### config.mk
export PLATFORM = sky130hd
export DESIGN_NAME = bkhs_front
export DESIGN_NICKNAME = d
export VERILOG_FILES = /design/src/rtl/bkhs_pkg.sv /design/src/rtl/bkhs_front.sv
export SDC_FILE = /design/constraint.sdc
export NUM_CORES = 1
export LEC_CHECK = 0
export BUFFER_PORTS_ARGS = -buffer_cell sky130_fd_sc_hd__buf_2
export CAP_MARGIN = 20
export CORE_MARGIN = 5
export CORE_UTILIZATION = 52
export DETAILED_ROUTE_END_ITERATION = 16
export PLACE_DENSITY = 0.89
export SLEW_MARGIN = 10
export SYNTH_ARGS = -nofsm -noshare
export SYNTH_HDL_FRONTEND = slang
export SYNTH_SLANG_ARGS = --single-unit
export TNS_END_PERCENT = 20
### constraint.sdc
create_clock -name i_clk -period 6 [get_ports i_clk]
set_input_delay 0.3 -clock i_clk [delete_from_list [all_inputs] [get_ports i_clk]]
set_output_delay 0.3 -clock i_clk [all_outputs]
set_load 0.02 [all_outputs]
### src/rtl/bkhs_pkg.sv
// Package for the bottom-k hash sketch: action codes, constants and the
// word passed from the front end to the back end. No dependencies.
package bkhs_pkg;

    localparam int SKETCH_DEPTH_DEF  = 1024;
    localparam int SKETCH_SIZE_RESET = 1000;
    localparam int QUEUE_DEPTH       = 2;

    typedef enum logic [1:0] {
        ACT_OFFER = 2'd0,
        ACT_READ  = 2'd1,
        ACT_CLEAR = 2'd2,
        ACT_NONE  = 2'd3
    } t_action;

    localparam logic [0:0] REG_SKETCH_SIZE = 1'd0;
    localparam logic [0:0] REG_WIDE_HASHES = 1'd1;

    typedef struct packed {
        t_action     action;
        logic [63:0] hash;
        logic [9:0]  index;
    } t_cmd;

    typedef enum logic [2:0] {
        ST_IDLE,
        ST_READ,
        ST_CHECK,
        ST_SEARCH,
        ST_SHIFT,
        ST_DONE
    } t_state;

endpackage

### src/rtl/bkhs_front.sv
// Front end: takes words, masks narrow hashes and queues commands.
// Depends on bkhs_pkg.
module bkhs_front import bkhs_pkg::*; (
    input  logic        i_clk,
    input  logic        i_rst_n,
    input  logic        i_valid,
    output logic        o_stall,
    input  logic [1:0]  i_action,
    input  logic [63:0] i_hash_value,
    input  logic [9:0]  i_read_index,
    input  logic        i_wide,
    output logic        o_cmd_valid,
    input  logic        i_cmd_take,
    output t_cmd        o_cmd
);
    t_cmd r_q [QUEUE_DEPTH];
    logic r_wp, r_rp;
    logic [1:0] r_cnt;
    logic push, pop;
    t_cmd in_cmd;

    always_comb begin
        in_cmd.action = t_action'(i_action);
        in_cmd.hash   = i_wide ? i_hash_value : {32'd0, i_hash_value[31:0]};
        in_cmd.index  = i_read_index;
    end

    assign o_stall     = (r_cnt == 2'(QUEUE_DEPTH));
    assign push        = i_valid && !o_stall;
    assign o_cmd_valid = (r_cnt != 2'd0);
    assign pop         = o_cmd_valid && i_cmd_take;
    assign o_cmd       = r_q[r_rp];

    always_ff @(posedge i_clk) begin
        if (push) begin
            r_q[r_wp] <= in_cmd;
        end
        if (!i_rst_n) begin
            r_wp <= 1'b0;
            r_rp <= 1'b0;
            r_cnt <= 2'd0;
        end else begin
            if (push) r_wp <= ~r_wp;
            if (pop) r_rp <= ~r_rp;
            r_cnt <= r_cnt + 2'(push) - 2'(pop);
        end
    end
endmodule

After elaboration in Yosys (flattened, before gate mapping):

Memory sizes are Yosys's and may differ from the RTL's. A register that Yosys moved wholly into a read port is not among the register bits.
Index checks and enable logic that the tools add are counted.

* add/sub/neg operators: 2
* equal/unequal tests: 1
* mux-type cells: 5
* bitwise logic cells: 2
* reduce and logical (&&, ||, !) cells: 4

Operator list (count)
* $mux W64: 1
* $mux W1: 4
* $add A2 B1 Y2: 1
* $eq A2 B2 Y1 const B: 1
* $logic_and A1 B1 Y1: 2
* $not A1 Y1: 2
* $reduce_bool A2 Y1: 1
* $sub A2 B1 Y2: 1
* $logic_not A1 Y1: 1

* register bits after elaboration: 4
* bits in writable memories: 152
* input port bits: 81
* output and inout bits: 78
* word-level logic and storage cells: 18
* memories: 1

Memories
* r_q: words 2, bits a word 76, rd ports 1, clocked after memory_dff 1, write ports 1, line bkhs_front.sv:16 `t_cmd r_q [QUEUE_DEPTH];`

Longest topological paths before layout:

* depth in word-level cells: 5
* depth in mapped cells: 8
* mapped depth without buffers: 8

Least setup slack after synthesis:

Ideal clock, no wire load.

* kind: register -> register
* from: register r_cnt[0]
* to: memory r_q[0][0] (netlist name), enable pin
* library setup time: 0.511 ns
* data arrival time: 3.751 ns
* required time: 5.489 ns
* path slack: 1.738 ns
* cell stages (with the launch flop): 4
* buffers on the path: 0
* clock period less this slack: 4.262 ns
* cell sequence: dfxtp_1 nand2b_1 nand2_1 nor2_1

* longest elaborated chain between the ends: 5

RTL lines
* start: declaration: line bkhs_front.sv:18 `logic [1:0] r_cnt;`
* start signal: assignment: line bkhs_front.sv:45 `r_cnt <= r_cnt + 2'(push) - 2'(pop);`
* $eq A2 B2 Y1: line bkhs_front.sv:28 `assign o_stall = (r_cnt == 2'(QUEUE_DEPTH));`
* $logic_not A1 Y1: line bkhs_front.sv:29 `assign push = i_valid && !o_stall;`
* $logic_and A1 B1 Y1: line bkhs_front.sv:29
* $mux W1: line bkhs_front.sv:35 `if (push) begin`
* $mux W1 (implied by the code): line bkhs_front.sv:36 `r_q[r_wp] <= in_cmd;`
* end: declaration: line bkhs_front.sv:16

No other way between the ends.

==> results.md <==
## Outcome
- status: finished clean

## Die
- die outline area: 0.0140 mm2
- Std-Cell Rows: 39
- vertical die dimension: 118 um
- overall die width: 118 um
- Ports: 159
- standard cell core area: 0.0115 mm2
- starting utilization of the core area: 53.0%

## STA
- Hold Worst Slack: 0.0731 ns
- shortest period the worst path allows: 2.63 ns
- least setup slack across all paths after layout: 3.37 ns
- slew of the pin with the lowest slew margin: 0.900 ns
- share of the clock period used by the worst path: 43.8%
- Max Slew Vio Count: 0
- relative slew slack: 40.0%
- RSZ-0062 raised after global routing: false
- setup TNS: 0 ns
- final hold violations: 0
- Final setup violation count: 0
- maximum clock rate: 0.381 GHz
- Worst Clk Skew: 0.00614 ns

## Global routing
- vias in the first global route: 3494
- number of antenna violations at the first check in global routing: 2
- grt total ovfl: 0
- global-route wire length before repair: 17500 um
- overall fraction of global-route tracks in use: 16.0%
- maximum number of pins on one net before global-route repair: 77

## Finish
- Layout area overhead: 25.9%
- Diodes inserted: 0
- fraction of final layout cells with drive strength greater than 1: 56.2%
- Final #Nets: 549

## Power and ir drop
- total power per unit cell area: 451 mW/mm2
- Reg power frac: 41.8%
- total power draw: 3.45 mW
- internal power contribution: 2.50 mW
- maximum ir drop on the vdd rail: 0.304 mV
- switching share of power: 27.6%
- share of power burned in the clock network: 32.8%
- switching power: 0.952 mW
- part of the total power dissipated in combinational logic: 25.3%
- reported leakage power: 3.01 nW

## Worst setup path
- endpoint kind of the worst setup timing path: primary output
- worst-path maximum fanout: 52
- critical path startpoint category: register
- critical path type: register to primary output
- arrival time worst endpoint: 2.33 ns
- data required time of the worst path: 5.70 ns

## Detailed routing
- detailed-route vias per instance: 5.09
- total routed wirelength: 11000 um
- number of vias after detailed routing: 3168
- count of routing violations after the opening detailed-route iteration: 146
- antenna violation net count after detailed routing: 0
- WL per Instance: 17.6 um
- number of optimization iterations in the first detailed-route pass: 4
- count of unresolved DRC violations after routing: 0

## Clocking
- CTS tree: built
- count of hold buffers inserted by post-cts repair: 0
- number of clock buffers inserted by TritonCTS: 17
- Worst-path clk slew: 0.06 ns
- Post-CTS Setup Inserts: 0
- Max Root-Sink Buffers: 2
- clock sink total: 157
- Resized Gates After CTS: 0
- clock root buffer: sky130_fd_sc_hd__clkbuf_16
- worst-skew pair later-pin latency: 0.41 ns
- depth of the CTS H-tree: 4

## Yosys
- sequential element share of the synthesized area: 76.7%
- average instance area after synthesis: 20.5 um2
- Post-Synthesis Cell Area: 0.00608 mm2
- number of storage elements in the synthesis netlist: 157
- Cells after Synth: 297
- count of cell types in the netlist: 20
- post-synth net total: 380
- yosys warns: 0

## Placed design
- total of buffers placed on input and output ports: 158
- post-placement worst setup slack: 3.48 ns
- placed wire-length estimate: 7030 um
- global placer's final weighted congestion: 0.685

## Min path
- Hold Crit Class: input port to register

## Run
- count of maximum capacitance violations: 0

## synth_stat cells
cell / number / share of area, %
sky130_fd_sc_hd__ha_1: 2 / 0.41
sky130_fd_sc_hd__mux2i_1: 1 / 0.16
sky130_fd_sc_hd__buf_2: 3 / 0.25
sky130_fd_sc_hd__and3_1: 1 / 0.10
sky130_fd_sc_hd__dfxtp_1: 5 / 1.6
sky130_fd_sc_hd__inv_1: 3 / 0.19
sky130_fd_sc_hd__edfxtp_1: 152 / 75
sky130_fd_sc_hd__and2_1: 33 / 3.4
sky130_fd_sc_hd__nor2_1: 4 / 0.25
sky130_fd_sc_hd__nand2b_1: 2 / 0.21
sky130_fd_sc_hd__xnor2_1: 2 / 0.29
sky130_fd_sc_hd__buf_6: 4 / 0.74
sky130_fd_sc_hd__clkbuf_1: 3 / 0.19
sky130_fd_sc_hd__xor2_1: 1 / 0.14
sky130_fd_sc_hd__or2_2: 1 / 0.10
sky130_fd_sc_hd__buf_4: 1 / 0.12
sky130_fd_sc_hd__mux2_4: 40 / 9.9
sky130_fd_sc_hd__o21a_1: 1 / 0.12
sky130_fd_sc_hd__nand2_1: 2 / 0.12
sky130_fd_sc_hd__mux2_2: 36 / 6.7
## area by class of cell
type	instances	area [um2]
Timing Repair Buffer	161	826
Tap cell	143	179
Clock inverter	11	191
Fill cell	763	3810
Inverter	3	11.3
Clock buffer	21	440
Multi-Input combinational cell	126	1340
Sequential cell	157	4670
## critical path, stage by stage, from the launching register on
cell and delay [ns]:
sky130_fd_sc_hd__dfxtp_4 0.56, sky130_fd_sc_hd__buf_4 0.77, sky130_fd_sc_hd__mux2_2 0.42, sky130_fd_sc_hd__buf_2 0.16
## logic make-up (layout without fill, tap and decap cells)
group | Yosys count | count (layout) | share of synthesized area, %
and+or+nand+nor | 43 | 43 | 4.18
muxes | 77 | 77 | 16.7
AOI/OAI and AO/OA | 1 | 1 | 0.123
DFF | 157 | 157 | 76.7
xor gates and xnor gates | 3 | 3 | 0.432
adders and majority gates | 2 | 2 | 0.411
buffers and inverters | 14 | 196 | 1.48
## path summary, 6_finish.rpt
path	start	cells after the start	endpoint	slack, ns
max	register	3	o_cmd[15]	3.37
min	i_action[1]	1	r_q[1][75]	0.07
min reg2reg	r_rp	2	r_rp	0.51
max reg2reg	r_cnt[0]	4	r_q[0][52]	3.49
## routing by layer
metal | GRT usage (%) | vias to the layer above | part of all wire (%)
li1 | - | 1471 | -
met1 | 18.9 | 1543 | 39
met2 | 26.3 | 128 | 51
met3 | 6.35 | 22 | 8.1
met4 | 6.59 | 4 | 1.5
met5 | 0 | - | 0.28
## sequential cells by signal (all words and copies together) (netlist names), named ones only
name and cells:
r_wp 1, r_q 152, r_rp 1, r_cnt 2
## per-stage QoR
step,area (um2),std cells,utilization [%]
3_3_place_gp,7010,589,61.1
2_1_floorplan,6080,297,-
4_1_cts,7640,621,66.6
3_5_place_dp,7010,589,61.1
5_1_grt,7660,622,66.8
6_report,7660,622,66.8
## cells in the final DEF (no fill, tap or decap), drive strengths merged
| master | count |
|---|---|
| buf | 161 |
| edfxtp | 152 |
| mux2 | 76 |
| and2 | 33 |
| clkbuf | 21 |
| bufinv | 5 |
| dfxtp | 5 |
| nor2 | 4 |
| inv | 3 |
| clkinvlp | 3 |
| clkinv | 3 |
| nand2b | 2 |
| nand2 | 2 |
| xnor2 | 2 |
| ha | 2 |
| o21a | 1 |
| or2 | 1 |
| and3 | 1 |
| mux2i | 1 |
| xor2 | 1 |
## power by group through the flow
stage	registers, mW	clock network (mW)	logic, mW
6_report	1.44	1.13	0.874
5_1_grt	1.46	1.21	0.931
4_1_cts	1.45	1.15	0.887
3_5_place_dp	1.47	0	0.880
3_3_place_gp	1.46	0	0.866
2_1_floorplan	1.45	0	0.658
Note: power is estimated with default switching activity, not from simulation.
